**config.mk**
```make
export PLATFORM = sky130hd
export DESIGN_NAME = rzs_ram
export DESIGN_NICKNAME = d
export VERILOG_FILES = /design/src/rolling_zscore_fade_signal_unit_macros.svh /design/src/rzs_ram.sv
export SDC_FILE = /design/constraint.sdc
export NUM_CORES = 1
export LEC_CHECK = 0
export ABC_AREA = 1
export BUFFER_PORTS_ARGS = -buffer_cell sky130_fd_sc_hd__buf_2
export CORE_MARGIN = 2
export CORE_UTILIZATION = 34
export CTS_CLUSTER_DIAMETER = 50
export DETAILED_ROUTE_END_ITERATION = 8
export HOLD_SLACK_MARGIN = 0.1
export MAX_ROUTING_LAYER = met4
export PLACE_DENSITY_LB_ADDON = 0.1
export REMOVE_ABC_BUFFERS = 1
export SETUP_SLACK_MARGIN = 0.2
export SLEW_MARGIN = 10
export SYNTH_ARGS = -nofsm -noshare
export SYNTH_HDL_FRONTEND = slang
export SYNTH_SLANG_ARGS = --single-unit
```
**constraint.sdc**
```tcl
create_clock -name clk -period 1.1 [get_ports clk]
set_clock_uncertainty 0.2 [all_clocks]
set_input_delay 0.055 -clock clk [delete_from_list [all_inputs] [get_ports clk]]
set_output_delay 0.055 -clock clk [all_outputs]
set_load 0.02 [all_outputs]
```
**src/rolling_zscore_fade_signal_unit_macros.svh**
```systemverilog
// Assertion macros for the rolling z-score fade unit.
// Included by the RTL files that carry concurrent checks; no other dependencies.
`ifndef ROLLING_ZSCORE_FADE_SIGNAL_UNIT_MACROS_SVH
`define ROLLING_ZSCORE_FADE_SIGNAL_UNIT_MACROS_SVH
`ifndef SYNTHESIS
// The condition holds at every clock edge outside reset.
`define RZS_ASSERT_ALWAYS(lbl, clk, rst_n, cond, msg) \
  lbl: assert property (@(posedge clk) disable iff (!rst_n) (cond)) else $error(msg);
// The consequent holds in the same cycle as the antecedent.
`define RZS_ASSERT_IMPLIES(lbl, clk, rst_n, ante, cons, msg) \
  lbl: assert property (@(posedge clk) disable iff (!rst_n) (ante) |-> (cons)) else $error(msg);
// The consequent holds in the cycle after the antecedent.
`define RZS_ASSERT_NEXT(lbl, clk, rst_n, ante, cons, msg) \
  lbl: assert property (@(posedge clk) disable iff (!rst_n) (ante) |=> (cons)) else $error(msg);
`else
`define RZS_ASSERT_ALWAYS(lbl, clk, rst_n, cond, msg)
`define RZS_ASSERT_IMPLIES(lbl, clk, rst_n, ante, cons, msg)
`define RZS_ASSERT_NEXT(lbl, clk, rst_n, ante, cons, msg)
`endif
`endif

```
**src/rzs_ram.sv**
```systemverilog
// Generic single-port-write, single-port-read RAM with a registered read.
// No dependencies.
`timescale 1ns / 1ps
`default_nettype none
module rzs_ram #(
  parameter int WIDTH = 8,
  parameter int DEPTH = 16
) (
  input  wire logic                     clk,
  input  wire logic                     we,
  input  wire logic [$clog2(DEPTH)-1:0] waddr,
  input  wire logic [WIDTH-1:0]         wdata,
  input  wire logic                     re,
  input  wire logic [$clog2(DEPTH)-1:0] raddr,
  output logic      [WIDTH-1:0]         rdata
);

  logic [WIDTH-1:0] mem [DEPTH];

  always_ff @(posedge clk) begin
    if (we) begin
      mem[waddr] <= wdata;
    end
    if (re) begin
      rdata <= mem[raddr];
    end
  end

endmodule
`default_nettype wire

```
==> results.ini, run 1 <==
[synth]
ys_top_cells_by_area=edfxtp_1 70%, nand2_1 11%, nand3_1 8.3%
avgSynthCellArea_sq_um=10.6
ys_ff_latch=136
synth_mux_area_share_pct=0
synth-simple-area-share_pct=20.8
synth.cell_area_sq_um=5850
synth_fa_ha_area_share_pct=0
yosysMostFrequentCell=nand2_1
synth_edf_count=136
ys_types=11
yosysWarnings=0
netlist.area_leader.share_pct=69.8
synth_common_cells=173 x nand2_1, 136 x edfxtp_1, 100 x inv_1, 97 x nand3_1, 17 x nor2_1
synth_xor_area_share_pct=0
ys.flop_type=edfxtp_1
synth_top_family_by_area=simple AND/OR/NAND/NOR gates
async_flop_share_pct=0
netlist_instances=551
synth_compound_area_share_pct=0
synth_top_cell_by_area=edfxtp_1
ys_seq_area_share_pct=69.8

[final_layout]
register_area_sq_um=4080
drive_gt1_share_pct=19.7
fin_nets=630
multiInputGateArea_sq_um=1390
nFillCells=1576
fin_util_pct=43.7
area_growth_pct=24.8
antenna_cells=0

[hold_path]
hold_path.class=primary input to register
hp-start=re

[placed_design]
port_buffers=26
finalWeightedCongestion=0.798
dp_hpwl_microns=9070

[drt]
wirelength_microns=13400
viasPerCell=4.56
antenna_left=0
wl_per_cell_microns=15.9
drtPass1Iterations=6
drt_iter0_markers=206
dr_total_vias=3846
drc_errors=0

[pwr]
combinationalPowerShare_pct=7.2
power_density_nw_per_um2=1680
max-vdd-ir-drop_mv=1.13
seqPwrFrac_pct=48.0
switching_power_uw=2600
p_int_uw=9650
finalPower_uw=12200
p_leak_uw=0.00313
pwr-share-clk_pct=44.8
netSwitchingFraction_pct=21.2

[grt]
grt_max_degree=49
grt_pass1_wl_microns=21300
grt_pass1_vias=3857
grt_use_total_pct=16.4
antenna_found_initial=0
grt.overflow.total=0

[flow_run]
cap_viol_max_count=0

[setup_path]
critPathBufInv=1
crit_path_max_incr_delay_ns=0.45
crit_path_end_kind=primary output
path_cells=buf_6
critical-path-top-delay-family=flip-flops
critPathLaunchType=register
regToRegStartpoint=mem[4][6]$_DFFE_PP_
required_ns=0.84
criticalPathCategory=register to primary output
cp_slowest_cell=edfxtp_1
cp_max_fo=1
startpoint=rdata[0]$_DFFE_PP_
cp.arrival_ns=1.04

[sta]
timing.hold.ws_ns=-0.188
hold_violations=80
fin_ws_ns=-0.198
finalCritPeriodShare_pct=118
setup_viol=16
worst_pin_slew_ns=0.390
slew_viol_final=0
layout_min_cycle_time_ns=1.30
fmax_mhz=770
rsz0062_at_grt=yes
max_slew_margin_pct=74.0

[cts]
cts.sinks=136
h-tree-depth=4
clock_latency_ns=0.42
clk_pin_slew_ns=0.05
cts_buffer_depth=2
hold_buffers=4
cts_tree=built
tritoncts.num_buffers=17
root_buffer=clkbuf_16

[outcome]
outcome=finished with violations
failed_checks=negative hold slack, negative setup slack

[floorplanning]
num_io_pins=27
initial_core_util_pct=35.0
die_area_sq_um=18300
die_h_microns=135
die_w_microns=135
rows=47
core_area_sq_um=16700

[area by class of cell]
type,count,area share [%]
multi-input cells,289,19.1
well taps,220,3.77
inverters,102,5.25
clock inverters,14,1.89
flip-flops and latches,136,56.0
clock buffers,18,5.88
repair buffers,65,8.14
[cells in the final DEF (no fill, tap or decap), types with 2 or more instances in the layout]
master	instances
nor2_1	16
clkinv_2	2
buf_6	9
nand3b_1	2
nand2_1	172
edfxtp_1	136
dlygate4sd3_1	4
bufinv_16	3
buf_12	8
clkbuf_4	2
buf_4	27
inv_2	2
clkinv_1	8
nand3_1	62
nand3_2	35
clkbuf_16	17
buf_2	15
inv_1	100
[metal layers]
metal	track usage (%)	share of wire [%]	vias to the layer above
met5	-	0	-
met4	6.54	1.7	0
met3	2.96	4.0	14
met2	26.1	48	68
met1	21.1	46	1862
li1	-	-	1902
[worst reg2reg max path, stage by stage, from the launching register on]
cell and delay [ns]:
edfxtp_1 0.37, inv_1 0.06, nand2_1 0.05, nand3_2 0.07, nand3_1 0.09, nand3_2 0.08
nand2_1 0.07
[stage by stage]
stage	cells	setup TNS, ns	hold slack, ns	setup WS (ns)	instance area [sq um]
after floorplan	527	-12.81	-0.0461	-0.276	5680
after global placement	808	-15.18	0.241	-0.346	6450
after detailed placement	808	-17.56	0.240	-0.367	6450
after CTS	844	-2.37	-0.196	-0.216	7200
after global routing	844	-3.03	-0.183	-0.231	7300
final	844	-2.17	-0.188	-0.198	7300
[timing repair]
item	CTS	global route
gates cloned	0	0
hold endpoints to repair	220	80
resized for setup	33	25
buffers inserted	0	0
pin swaps	21	21
endpoints found under the setup margin	16	71
[power by group through the flow]
stage	logic, uW	registers [uW]	clock network [uW]
floorplan	313	6000	0
detailed placement	797	5990	0
global placement	793	5980	0
finish	877	5880	5490
CTS	863	5880	5570
global route	983	5890	5780
[cell families (layout without fill, tap and decap cells)]
family | Yosys count | count (layout)
AND/OR/NAND/NOR | 289 | 289
flip-flops | 136 | 136
buffers and inverters | 126 | 199
[path summary, 6_finish.rpt]
path                        end  slack, ns  cells past startpoint
max                    rdata[0]      -0.20                      1
min          rdata[1]$_DFFE_PP_      -0.19                      1
max reg2reg  rdata[6]$_DFFE_PP_      -0.14                      6
min reg2reg  rdata[1]$_DFFE_PP_       0.55                      6
[registers in the layout, indices dropped and copies added (netlist names)]
signal	cells
mem	128
rdata	8
No activity file was read; power rests on OpenSTA's default activity.
==> run 2, diff against run 1 <==
--- a/config.mk
+++ b/config.mk
@@ -5,7 +5,7 @@
 export SDC_FILE = /design/constraint.sdc
 export NUM_CORES = 1
 export LEC_CHECK = 0
-export ABC_AREA = 1
+export ABC_AREA = 0
 export BUFFER_PORTS_ARGS = -buffer_cell sky130_fd_sc_hd__buf_2
 export CORE_MARGIN = 2
 export CORE_UTILIZATION = 34
==> results.ini, run 2 <==
[cts]
clock_latency_ns=0.41  ; about the same
clk_pin_slew_ns=0.06  ; about the same
tritoncts.num_buffers=17  ; unchanged
cts_tree=built
cts.sinks=136  ; unchanged
root_buffer=clkbuf_16
cts_buffer_depth=2  ; unchanged
h-tree-depth=4  ; unchanged
hold_buffers=8  ; +4

[sta]
layout_min_cycle_time_ns=1.63  ; +0.335 ns
max_slew_margin_pct=26.2  ; -48 points
finalCritPeriodShare_pct=148  ; +30 points
slew_viol_final=0  ; unchanged
timing.hold.ws_ns=-0.180  ; +0.00791 ns
hold_violations=8  ; -90%
setup_viol=16  ; unchanged
rsz0062_at_grt=yes
fin_ws_ns=-0.533  ; -0.335 ns
fmax_mhz=613  ; -21%
worst_pin_slew_ns=1.11  ; +0.715 ns

[synth]
synth_fa_ha_area_share_pct=0  ; unchanged
netlist.area_leader.share_pct=78.1  ; +8.3 points
ys.flop_type=edfxtp_1
synth-simple-area-share_pct=3.14  ; -18 points
synth_common_cells=136 x edfxtp_1, 18 x mux4_2, 16 x a22oi_1, 14 x mux4_1, 13 x nor2_1
async_flop_share_pct=0  ; unchanged
yosysWarnings=0  ; unchanged
yosysMostFrequentCell=edfxtp_1
synth_edf_count=136  ; unchanged
synth_xor_area_share_pct=0  ; unchanged
synth_top_cell_by_area=edfxtp_1
synth_mux_area_share_pct=14.8  ; +15 points
synth.cell_area_sq_um=5230  ; -11%
ys_types=18  ; +7
avgSynthCellArea_sq_um=22.8  ; +120%
ys_seq_area_share_pct=78.1  ; +8.3 points
ys_top_cells_by_area=edfxtp_1 78%, mux4_2 7.8%, mux4_1 7.0%
ys_ff_latch=136  ; unchanged
synth_top_family_by_area=multiplexers
netlist_instances=229  ; -58%
synth_compound_area_share_pct=2.30  ; +2.3 points

[floorplanning]
core_area_sq_um=15100  ; -9.6%
die_w_microns=128  ; -5.3%
die_area_sq_um=16400  ; -10%
num_io_pins=27  ; unchanged
rows=45  ; -4.3%
initial_core_util_pct=34.6  ; -0.37 points
die_h_microns=128  ; -5.3%

[final_layout]
largestRegisters=mem x128, rdata x8
largest_reg_flops=128  ; unchanged
regMostFlops=mem
antenna_cells=0  ; unchanged
final_cell_mix=136 x edfxtp_1, 28 x mux4_2, 22 x buf_6, 17 x clkbuf_16
layout_commonest_cell=edfxtp_1
nFillCells=1302  ; -17%
fin_cells=505  ; -40%
fin_nets=324  ; -49%
area_growth_pct=29.5
drive_gt1_share_pct=46.4  ; +27 points

[drt]
viasPerCell=5.03  ; +10%
wirelength_microns=11500  ; -14%
wl_per_cell_microns=22.8  ; +43%
drc_errors=0  ; unchanged
drt_iter0_markers=280  ; +36%
dr_total_vias=2542  ; -34%
antenna_left=0  ; unchanged
drtPass1Iterations=4  ; -2

[flow_run]
cap_viol_max_count=0  ; unchanged

[setup_path]
crit_path_end_kind=register
required_ns=1.05  ; +0.21 ns
reg2reg_depth=3  ; -3
cp.arrival_ns=1.58  ; +0.54 ns
criticalPathCategory=register to register
critPathLaunchType=register
cp_max_fo=1  ; unchanged

[grt]
grt_use_total_pct=15.6  ; -0.80 points
grt_pass1_wl_microns=17000  ; -20%
grt.overflow.total=0  ; unchanged
grt_max_degree=22  ; -55%
antenna_found_initial=0  ; unchanged
grt_pass1_vias=2655  ; -31%

[placed_design]
place_inst=464  ; -43%
pre_cts_ws_ns=-0.847  ; -0.480 ns
port_buffers=26  ; unchanged
dp_hpwl_microns=7250  ; -20%
finalWeightedCongestion=0.688  ; -14%

[pwr]
finalPower_uw=12300  ; +0.73%
p_leak_uw=0.00225  ; -28%
max-vdd-ir-drop_mv=1.13  ; +0.20%
power_density_nw_per_um2=1820  ; +8.6%

[hold_path]
hold_depth=1  ; unchanged
hold_path.class=primary input to register

[outcome]
outcome=finished with violations
failed_checks=negative hold slack, negative setup slack

run 2: changes by cell type in the layout (fill, tap and decap cells not counted), moves of 5 or more:
cell      before  now
nor2_4         0    7
nor2_1        16    3
buf_8          0    5
a22oi_2        0   15
mux4_2         0   28
clkinv_1       8    2
buf_6          9   22
nand2_1      172    8
inv_1        100    0
nand3_2       35    0
buf_4         27   13
nand3_1       62    0
run 2: metrics by stage:
stage / TNS, ns / utilization [%] / instance area (sq um) / hold WS [ns]
2_1_floorplan: -32.98 / - / 5140 / -0.0461
3_3_place_gp: -42.33 / 38.4 / 5790 / 0.249
3_5_place_dp: -44.09 / 38.4 / 5790 / 0.250
4_1_cts: -5.22 / 43.7 / 6600 / -0.194
5_1_grt: -5.56 / 44.9 / 6770 / -0.189
6_report: -4.85 / 44.9 / 6770 / -0.180
run 2: where the power goes:
group          internal (uW)  leakage, uW  switching (uW)
Sequential              5840      0.00124            39.5
Combinational            356     0.000717             405
Clock                   3730     0.000295            1960
run 2: layout make-up:
class	count	area, sq um	share of cell area [%]
clock buffers	19	433	6.40
flip-flops and latches	136	4080	60.3
multi-input cells	83	1200	17.8
clock inverters	12	158	2.33
well taps	188	235	3.48
repair buffers	67	656	9.69
run 2: critical path, stage by stage (launching register included):
cell and delay [ns]:
edfxtp_1 0.37, mux4_2 0.47, a22oi_2 0.22, nand2_1 0.11
run 2: layer usage:
| layer | vias up | global-route usage, % | wire length, microns |
|---|---|---|---|
| met5 | - | - | 0 |
| met2 | 51 | 22.0 | 5470 |
| met3 | 14 | 4.34 | 375 |
| met1 | 1355 | 21.7 | 5520 |
| li1 | 1122 | - | - |
| met4 | 0 | 6.14 | 157 |
run 2: final timing paths:
path,to,slack [ns],startpoint
min,rdata[4]$_DFFE_PP_,-0.18,re
min reg2reg,rdata[5]$_DFFE_PP_,0.56,mem[14][5]$_DFFE_PP_
max,rdata[2]$_DFFE_PP_,-0.53,mem[8][2]$_DFFE_PP_
max reg2reg,rdata[2]$_DFFE_PP_,-0.53,mem[8][2]$_DFFE_PP_
run 2: kinds of logic (layout without fill, tap and decap cells):
kind of cell,after synthesis,after routing
simple gates,35,35
buf+inv,10,98
mux,32,32
compound gates,16,16
flops,136,136
run 2: what timing repair did:
action | in CTS | in global routing
pin swaps | 14 | 9
endpoints found under the hold margin | 192 | 64
buffers inserted | 0 | 2
setup endpoints to repair | 112 | 151
resized for setup | 52 | 43
