==> config.mk <==
export PLATFORM = sky130hd
export DESIGN_NAME = rzs_serial_mul
export DESIGN_NICKNAME = d
export VERILOG_FILES = /design/src/rzs_pkg.sv /design/src/rzs_serial_mul.sv
export VERILOG_INCLUDE_DIRS = /design/src /design/src/src
export SDC_FILE = /design/constraint.sdc
export NUM_CORES = 1
export LEC_CHECK = 0
export BUFFER_PORTS_ARGS = -buffer_cell sky130_fd_sc_hd__buf_4
export CORE_ASPECT_RATIO = 1.75
export CORE_MARGIN = 4
export CORE_UTILIZATION = 28
export CTS_CLUSTER_SIZE = 14
export DETAILED_ROUTE_END_ITERATION = 10
export HOLD_SLACK_MARGIN = 0.12
export REMOVE_ABC_BUFFERS = 1
export SYNTH_ARGS = -nofsm -noshare
export SYNTH_HDL_FRONTEND = slang
export SYNTH_SLANG_ARGS = --single-unit
==> constraint.sdc <==
create_clock -name clk -period 9.9 [get_ports clk]
set_input_delay 1.98 -clock clk [delete_from_list [all_inputs] [get_ports clk]]
set_output_delay 1.98 -clock clk [all_outputs]
set_load 0.03 [all_outputs]
==> src/rolling_zscore_fade_signal_unit_macros.svh <==
// Assertion macros for the rolling z-score fade unit.
// Included by the RTL files that carry concurrent checks; no other dependencies.
`ifndef ROLLING_ZSCORE_FADE_SIGNAL_UNIT_MACROS_SVH
`define ROLLING_ZSCORE_FADE_SIGNAL_UNIT_MACROS_SVH
`ifndef SYNTHESIS
// The condition holds at every clock edge outside reset.
`define RZS_ASSERT_ALWAYS(lbl, clk, rst_n, cond, msg) \
  lbl: assert property (@(posedge clk) disable iff (!rst_n) (cond)) else $error(msg);
// The consequent holds in the same cycle as the antecedent.
`define RZS_ASSERT_IMPLIES(lbl, clk, rst_n, ante, cons, msg) \
  lbl: assert property (@(posedge clk) disable iff (!rst_n) (ante) |-> (cons)) else $error(msg);
// The consequent holds in the cycle after the antecedent.
`define RZS_ASSERT_NEXT(lbl, clk, rst_n, ante, cons, msg) \
  lbl: assert property (@(posedge clk) disable iff (!rst_n) (ante) |=> (cons)) else $error(msg);
`else
`define RZS_ASSERT_ALWAYS(lbl, clk, rst_n, cond, msg)
`define RZS_ASSERT_IMPLIES(lbl, clk, rst_n, ante, cons, msg)
`define RZS_ASSERT_NEXT(lbl, clk, rst_n, ante, cons, msg)
`endif
`endif

==> src/rzs_pkg.sv <==
// Shared types, constants and helpers of the rolling z-score fade unit.
// No dependencies; used by the channel interfaces, the serial multiplier and the top level.
`timescale 1ns / 1ps
`default_nettype none
package rzs_pkg;

  // Defaults of the top-level parameters.
  localparam int MAX_WINDOW_DEF  = 256;
  localparam int SAMPLE_BITS_DEF = 22;

  // Fixed field widths.
  localparam int WIN_LEN_W  = 9;
  localparam int THR_W      = 8;
  localparam int PSIGN_W    = 2;
  localparam int DIR_W      = 2;
  localparam int CFG_IDX_W  = 2;
  localparam int CFG_DATA_W = 9;

  // Register indexes of the configuration port.
  localparam logic [CFG_IDX_W-1:0] REG_WINDOW_LEN  = 2'd0;
  localparam logic [CFG_IDX_W-1:0] REG_Z_THRESHOLD = 2'd1;
  localparam logic [CFG_IDX_W-1:0] REG_PAIR_SIGN   = 2'd2;

  // Register reset values.
  localparam logic [WIN_LEN_W-1:0] WINDOW_LEN_RST  = 9'd52;
  localparam logic [THR_W-1:0]     Z_THRESHOLD_RST = 8'd24;
  localparam logic [PSIGN_W-1:0]   PAIR_SIGN_RST   = 2'b01;

  // Direction codes.
  localparam logic [DIR_W-1:0] DIR_FLAT  = 2'b00;
  localparam logic [DIR_W-1:0] DIR_LONG  = 2'b01;
  localparam logic [DIR_W-1:0] DIR_SHORT = 2'b11;

  // The threshold is Q4.4, so its square carries a scale of 2^8.
  localparam int LHS_SHIFT = 2 * 4;

  // Multiplier digit processed per cycle by the serial multiplier.
  localparam int DIGIT_W = 4;

  typedef struct packed {
    logic busy;
    logic done;
  } mul_stat_t;

  // Contrarian direction. With flip set the result is the negated pair sign.
  // Both encodings of a negative pair sign count as -1.
  function automatic logic [DIR_W-1:0] fade_dir(input logic [PSIGN_W-1:0] ps,
                                                input logic flip);
    logic [DIR_W-1:0] r;
    case (ps) inside
      2'b00:        r = DIR_FLAT;
      2'b01:        r = flip ? DIR_SHORT : DIR_LONG;
      2'b10, 2'b11: r = flip ? DIR_LONG : DIR_SHORT;
      default:      r = DIR_FLAT;
    endcase
    return r;
  endfunction

endpackage
`default_nettype wire

==> src/rzs_serial_mul.sv <==
// Serial-parallel unsigned multiplier: one multiplier digit per cycle, shift-add.
// Depends on rzs_pkg (digit width, status struct) and the assertion macro header.
`timescale 1ns / 1ps
`default_nettype none
`include "rolling_zscore_fade_signal_unit_macros.svh"
module rzs_serial_mul #(
  parameter int P_W = 64,
  parameter int B_W = 32
) (
  input  wire logic               clk,
  input  wire logic               rst_n,
  input  wire logic               start,
  input  wire logic [P_W-1:0]     a,
  input  wire logic [B_W-1:0]     b,
  output rzs_pkg::mul_stat_t      stat,
  output logic      [P_W-1:0]     prod
);
  import rzs_pkg::*;

  logic [P_W-1:0] a_r, a_nxt;
  logic [B_W-1:0] b_r, b_nxt;
  logic [P_W-1:0] acc_r, acc_nxt;
  logic           busy_r, busy_nxt;
  logic [P_W-1:0] part;
  logic           b_empty;

  assign b_empty = (b_r == '0);

  // Partial product of the multiplicand and the low digit, as a short shift-add.
  always_comb begin
    part = '0;
    for (int i = 0; i < DIGIT_W; i++) begin
      if (b_r[i]) begin
        part = part + (a_r << i);
      end
    end
  end

  always_comb begin
    a_nxt    = a_r;
    b_nxt    = b_r;
    acc_nxt  = acc_r;
    busy_nxt = busy_r;
    if (start) begin
      a_nxt    = a;
      b_nxt    = b;
      acc_nxt  = '0;
      busy_nxt = 1'b1;
    end else if (busy_r) begin
      if (b_empty) begin
        busy_nxt = 1'b0;
      end else begin
        acc_nxt = acc_r + part;
        a_nxt   = a_r << DIGIT_W;
        b_nxt   = b_r >> DIGIT_W;
      end
    end
  end

  always_ff @(posedge clk) begin
    if (!rst_n) begin
      busy_r <= 1'b0;
    end else begin
      busy_r <= busy_nxt;
    end
  end

  always_ff @(posedge clk) begin
    a_r   <= a_nxt;
    b_r   <= b_nxt;
    acc_r <= acc_nxt;
  end

  assign stat.busy = busy_r;
  assign stat.done = busy_r && b_empty;
  assign prod      = acc_r;

  `RZS_ASSERT_NEXT(a_start_busy, clk, rst_n, start, busy_r, "multiplier not busy after start")

endmodule
`default_nettype wire

==> results by group, run 1 <==
Run status
  – Outcome: completed

Pwr
  – Logic gate share of total power: 82.0%
  – Pwr Total: 0.00992 W
  – LEAKAGE: 14.8 nW
  – Sw Ratio: 47.1%
  – Internal: 0.00524 W
  – Power Dens Cells: 318 mW/mm²
  – Maximum vdd drop: 0.188 mV
  – Clock share of power: 7.4%
  – Flop pwr share: 10.6%
  – NetSw: 0.00467 W

Placement
  – Pre-CTS WS: -432 ps
  – I/O Buffers: 164
  – RePlAce Congestion: approximately 0.96
  – Final HPWL DP: 68,500 µm

Cells and area
  – Layout area overhead: 37.4%
  – Nets: 3,905
  – Number of diodes: 0
  – Share of cells above drive strength 1: 34.2%
  – Fillers: 8,271

Worst setup path
  – RR Startpoint: b_r[0]
  – Critical path origin: b_r[0]
  – Critical path type: reg2reg
  – CP peak stage delay: 420 ps
  – WP data arrival: 10,240 ps
  – Crit path max-delay cell type: edfxtp_1
  – Worst EP required: 10,300 ps
  – Crit start category: register
  – Crit Path Max Fanout: 9
  – Critical path capture point type: register

Global route
  – Antenna violations before repair: 3
  – GRT Total Usage: 19.1%
  – Vias in the first global route: 24,800
  – Total overflow reported by the global router: 0
  – First-pass GRT wire length: 130,000 µm
  – Largest net degree at the start of global routing: 86

STA
  – RSZ-0062 raised after global routing: yes
  – Max_slew headroom: around a quarter
  – Setup WS post-layout: 57.2 ps
  – Clock Skew: 16.4 ps
  – Final period utilization: 99.4%
  – Slew Viols, Final: 0
  – # setup viols final: 0
  – FMAX: 0.102 GHz
  – Worst slew pin tran: 1110 ps
  – Post-route minimum period: roughly 9800 ps
  – Hold Vio Cnt, Final: 0

Clocking
  – Worst-Skew Late Latency: ~520 ps
  – Clock root cell: clkbuf_16
  – Number of hold buffers added after cts: 0
  – Clk slew on worst S/H paths: approximately 80 ps
  – Longest Clk Path Bufs: 2
  – TritonCTS Buffers: 17
  – H-tree depth: 4
  – Number of clock sinks: 161
  – TritonCTS clock tree: done

Detailed routing
  – Top sig layer: met5
  – Routed WL: 85,600 µm
  – Drt pass-1 iters: 6
  – Drt wl/cell: 18.6 µm
  – DRC Markers: 0
  – Post-DRT Antenna Nets: 0
  – Metal1 wirelength: 31,300 µm
  – DR WL met2: 45,000 µm
  – Drt initial violations: around 1,400
  – Detail Route met3 WL: 4180 µm
  – Via count: about 24,000
  – Average vias per placed instance: ~5.3

Worst hold path
  – Min-delay src: prod[30]
  – Worst min path class: reg2reg

Yosys
  – Main synth FF type: edfxtp_1
  – Synth Instances: 2,877
  – Warnings, synthesis: 0
  – Post-synthesis sequential area ratio: 18.4%
  – Netlist cell types: 101
  – Synth Area per Inst: 7.89 µm²
  – EDFF count, synth: 96
  – Cell area after synthesis: 0.0227 mm²
  – Synth Register Bits: around 160
  – Post-synthesis async set-or-reset flop share: 0%

Run
  – MaxCap Viol Count: 0

Die
  – Die width: roughly 220 µm
  – Initial core utilization: 28.4%
  – Die Y: 385 µm
  – Total I/O pin count: 165
  – Core area: 0.0801 mm²
  – FP Rows: 137
  – DIE AREA: approximately 0.086 mm²
-- cells by family (layout without fill, tap and decap cells) --
family	count (synthesis)	count (layout)	share of synthesized area, %
compound gates	973	973	27.8
simple gates	854	854	18.0
fa+ha+maj	246	246	13.7
buf+inv	234	931	4.39
xor+xnor	229	229	8.89
mux	180	180	8.83
flops	161	161	18.4
-- stage by stage --
stage	cell area [µm²]	hold slack (ps)	util, %	setup TNS, ps	std cells
after floorplan	22100	552	-	-11520	2735
after global placement	29100	463	36.4	-3080	4539
after detailed placement	29100	469	36.4	-3360	4539
after CTS	30000	482	37.5	0	4577
after global routing	31200	497	39.0	-3210	4616
final	31200	482	39.0	0	4616
-- critical path: cells and delay by family (launching register included) --
| kind | cells | cell delay [ps] |
|---|---|---|
| AOI/OAI and AO/OA | 27 | 4840 |
| adders and majority gates | 4 | 1040 |
| xor gates and xnor gates | 6 | 970 |
| and+or+nand+nor | 10 | 900 |
| buffers and inverters | 5 | 780 |
| muxes | 3 | 730 |
| DFF | 1 | 420 |
-- timing repair --
item / 4_1_cts / 5_1_grt
gates resized for setup: 53 / 192
hold endpoints to repair: 0 / 0
setup endpoints to repair: 14 / 24
buffers inserted: 6 / 40
pin swaps: 22 / 117
-- synth_stat cells (all sizes together) (9+ instances only) --
library cell | number | share of area, %
a21oi | 342 | 7.6
nand2 | 333 | 5.5
ha | 241 | 13
a21o | 190 | 6.3
nor2 | 171 | 2.8
o21ai | 166 | 3.8
mux2 | 162 | 8.0
xnor2 | 131 | 5.1
clkbuf | 120 | 2.3
xor2 | 97 | 3.7
edfxtp | 96 | 13
inv | 91 | 1.5
dfxtp | 65 | 5.7
and2 | 57 | 1.6
nand3 | 52 | 1.1
nand4 | 45 | 1.3
nand2b | 37 | 1.0
a31oi | 36 | 1.1
o21bai | 35 | 1.2
and3 | 33 | 0.92
o21a | 33 | 1.1
nor2b | 32 | 0.88
nor3 | 31 | 0.68
a211oi | 22 | 0.73
buf | 22 | 0.56
mux2i | 18 | 0.79
nor4 | 15 | 0.51
o211ai | 11 | 0.36
o22ai | 11 | 0.30
o31ai | 11 | 0.48
a211o | 10 | 0.39
a221oi | 10 | 0.41
a21boi | 9 | 0.30
and4 | 9 | 0.35
-- worst paths after layout --
| check | endpoint | slack (ps) | cells past startpoint |
|---|---|---|---|
| setup / recovery | prod[63] | 60 | 55 |
| hold / removal | prod[30] | 480 | 2 |
| setup reg to reg | prod[63] | 60 | 55 |
| hold reg to reg | prod[30] | 480 | 2 |
-- power groups by stage --
| stage | sequential, W | clock, W | combinational, W |
|---|---|---|---|
| 2_1_floorplan | 0.00122 | 0 | 0.00435 |
| 3_3_place_gp | 0.00105 | 0 | 0.00746 |
| 3_5_place_dp | 0.00106 | 0 | 0.00750 |
| 4_1_cts | 0.00105 | 0.000757 | 0.00766 |
| 5_1_grt | 0.00107 | 0.000782 | 0.00889 |
| 6_report | 0.00105 | 0.000737 | 0.00813 |
-- layout make-up --
| cell class | count | area (µm²) | share of cell area (%) |
|---|---|---|---|
| timing repair buffer | 807 | 6110 | 19.6 |
| multi-input combinational | 2482 | 18600 | 59.7 |
| clock inverter | 15 | 213 | 0.682 |
| sequential | 161 | 4180 | 13.4 |
| tap | 1042 | 1300 | 4.18 |
| clock buffer | 17 | 425 | 1.36 |
| inverter | 92 | 348 | 1.11 |
-- layout by cell type, fill, tap and decap left out, types with 26 or more instances in the layout --
cell type  count
a31oi_1       26
ha_1         214
a21oi_2       51
nand3_1       49
inv_1         86
nor2_1       169
edfxtp_1      96
mux2_2       159
buf_4        800
and3_1        27
and2_1        55
a21oi_1      290
o21a_1        33
nand2_1      329
nand4_1       44
xor2_1        94
nor2b_1       32
nand2b_1      33
o21ai_1       41
o21bai_1      33
dfxtp_1       65
o21ai_0      108
xnor2_1      130
a21o_1       187
-- metal layers --
| metal | track usage [%] | vias to the layer above |
|---|---|---|
| met5 | 0 | - |
| met4 | 10.4 | 2 |
| met3 | 3.59 | 278 |
| met2 | 36.3 | 634 |
| met1 | 19.4 | 11600 |
| li1 | - | 12000 |
-- flip-flops by register name, indices dropped and copies added, names as in the netlist --
| signal | cells |
|---|---|
| a_r | 64 |
| b_r | 32 |
| busy_r | 1 |
| prod | 64 |
No activity file was read; power rests on OpenSTA's default activity.
==> inputs of run 2 (changes only) <==
--- a/config.mk
+++ b/config.mk
@@ -13,7 +13,6 @@
 export CTS_CLUSTER_SIZE = 14
 export DETAILED_ROUTE_END_ITERATION = 10
 export HOLD_SLACK_MARGIN = 0.12
-export REMOVE_ABC_BUFFERS = 1
 export SYNTH_ARGS = -nofsm -noshare
 export SYNTH_HDL_FRONTEND = slang
 export SYNTH_SLANG_ARGS = --single-unit
==> run 2 against run 1 <==
Compared with the run above: first-iteration DRC count fell by 1.7%; worst setup slack improved by 43 ps; highest routed layer is now met4; total power rose by 1.1%; combinational power rose by 2%; design area rose by 1.5%; non-clock buffer count rose by 8; critical path depth did not move; largest power group unchanged; hold slack barely moved; routed wire length fell by 3.3%; clock power fell by 5.7%; register-to-register slack improved by 40 ps.
==> results by group, run 2 (synthesis results as in run 1) <==
Cells and area
  – Fillers: 8,014
  – Final instance area: 0.0317 mm²
  – Most frequent cells in the layout: buf_4 (806), nand2_1 (322), a21oi_1 (277)
  – Non-Filler Instances: 4,624
  – Most common cell after layout, fill and taps aside: buf_4
  – Share of cells above drive strength 1: 36.0%
  – Layout area overhead: 39.5%
  – Number of diodes: 0
  – Nets: 3,913

Clocking
  – Worst-Skew Late Latency: 500 ps
  – Clock root cell: clkbuf_16
  – Number of clock sinks: 161
  – TritonCTS Buffers: 17
  – Clk slew on worst S/H paths: 80 ps
  – Longest Clk Path Bufs: 2
  – TritonCTS clock tree: done
  – H-tree depth: 4
  – Number of hold buffers added after cts: 0

Worst setup path
  – Critical path type: reg2reg
  – WP buf/inv: 8
  – Worst R2R Path Depth: 55
  – CP peak stage delay: 410 ps
  – Critical path origin: b_r[0]
  – Worst EP required: 10,260 ps
  – Critical path capture point type: register
  – Crit start category: register
  – WP data arrival: 10,160 ps
  – Reg2reg end: prod[63]
  – Critical path depth: 55
  – Most frequent CP cell: buf_4
  – Crit Path Max Fanout: 8
  – Flop2flop setup slack: about 100 ps
  – RR Startpoint: b_r[0]
  – Crit path capture: prod[63]
  – CP delay by family, top: compound AO/OA/AOI/OAI gates
  – Crit path max-delay cell type: edfxtp_1

Detailed routing
  – Average vias per placed instance: 5.20
  – Routed WL: approximately 83,000 µm
  – Drt pass-1 iters: 7
  – Drt initial violations: 1,399
  – DRC Markers: 0
  – Drt wl/cell: between 15 and 20 µm
  – Via count: 24,100
  – Post-DRT Antenna Nets: 0

Die
  – Initial core utilization: 28.4%
  – DIE AREA: roughly 0.086 mm²
  – Die Y: 385 µm
  – Die width: 223 µm
  – Core area: 0.0801 mm²
  – Total I/O pin count: 165
  – FP Rows: roughly 140

Global route
  – M1 GR Usage: 21.7%
  – Total overflow reported by the global router: 0
  – Vias in the first global route: about 24,000
  – GRT Total Usage: a little under a fifth
  – Largest net degree at the start of global routing: 73
  – Antenna violations before repair: 3
  – Met3 Use GR: 2.51%
  – Top Usage Layer GRT: met2
  – Met2 usage: between 30% and 40%
  – First-pass GRT wire length: around 130,000 µm

Run status
  – Outcome: completed

STA
  – RSZ-0062 raised after global routing: yes
  – Slew Viols, Final: 0
  – Hold Vio Cnt, Final: 0
  – Max_slew headroom: 40.7%
  – Hold Worst Slack: between 400 and 500 ps
  – Clock Skew: 16.8 ps
  – Final period utilization: 99.0%
  – Worst slew pin tran: just under 900 ps
  – # setup viols final: 0
  – FMAX: 0.102 GHz
  – Post-route minimum period: 9800 ps

Run
  – MaxCap Viol Count: 0

Pwr
  – Power Dens Cells: 317 mW/mm²
  – LEAKAGE: 15.0 nW
  – Maximum vdd drop: 0.191 mV
  – Pwr Total: 0.0100 W

Placement
  – DP Area: 0.0292 mm²
  – RePlAce Congestion: 0.954
  – I/O Buffers: 164
  – Placed insts: around 4,500
  – Final HPWL DP: 65,200 µm

Yosys
  – Post-synth net total: between 3,000 and 4,000

Worst hold path
  – Worst min path class: reg2reg
==> run 2: changes by cell type in the layout (fill, tap and decap cells not counted), sizes merged <==
cell	before	now
buf	807	814
clkinv	10	7
clkinvlp	0	2
inv	96	98
bufinv	1	0
clkbuf	17	18
==> run 2: worst register-to-register path: cells and delay by family (launching register included) <==
kind                       cells  cell delay (ps)
AOI/OAI and AO/OA             21             3750
and+or+nand+nor               14             1660
adders and majority gates      5             1390
buffers and inverters          8             1070
xor gates and xnor gates       5              860
muxes                          2              500
DFF                            1              410
==> run 2: per-stage QoR <==
step	util (%)	setup TNS [ps]	setup slack (ps)
finish	39.6	0	100
floorplan	-	0	40.0
CTS	38.1	0	1.03
global placement	36.5	-2760	-733
detailed placement	36.5	-2980	-849
global route	39.6	-2220	-451
==> run 2: final cells by class <==
cell class | count | area [µm²] | share of cell area (%)
timing repair buffer | 815 | 6200 | 19.6
sequential | 161 | 4180 | 13.2
inverter | 92 | 348 | 1.10
multi-input combinational | 2482 | 19000 | 60.1
tap | 1042 | 1300 | 4.12
clock inverter | 15 | 169 | 0.533
clock buffer | 17 | 425 | 1.34
==> run 2: timing repair <==
item                                    4_1_cts  5_1_grt
pin swaps                                    49      129
setup buffers                                24       29
resized for setup                           107      216
endpoints found under the setup margin       10       24
cloned                                        0        1
==> run 2: power by group <==
group	switching (W)	internal [W]
Clock	0.000357	0.000338
Combinational	0.00418	0.00411
Sequential	0.000187	0.000869
==> run 2: how the worst min path moves through the flow <==
| stage | startpoint | endpoint | slack [ps] | cells past startpoint |
|---|---|---|---|---|
| floorplan | b_r[31] | b_r[27] | 550 | 1 |
| global placement | prod[21] | prod[21] | 460 | 2 |
| detailed placement | prod[51] | prod[51] | 470 | 2 |
| CTS | prod[33] | prod[33] | 490 | 2 |
| global route | prod[51] | prod[51] | 510 | 2 |
| finish | prod[18] | prod[18] | 480 | 2 |
==> run 2: routing by layer <==
metal  part of all wire [%]  vias to the layer above
li1                       -                    12000
met1                     42                    11400
met2                     50                      517
met3                    4.0                      129
met4                    3.8                        0
met5                      0                        -
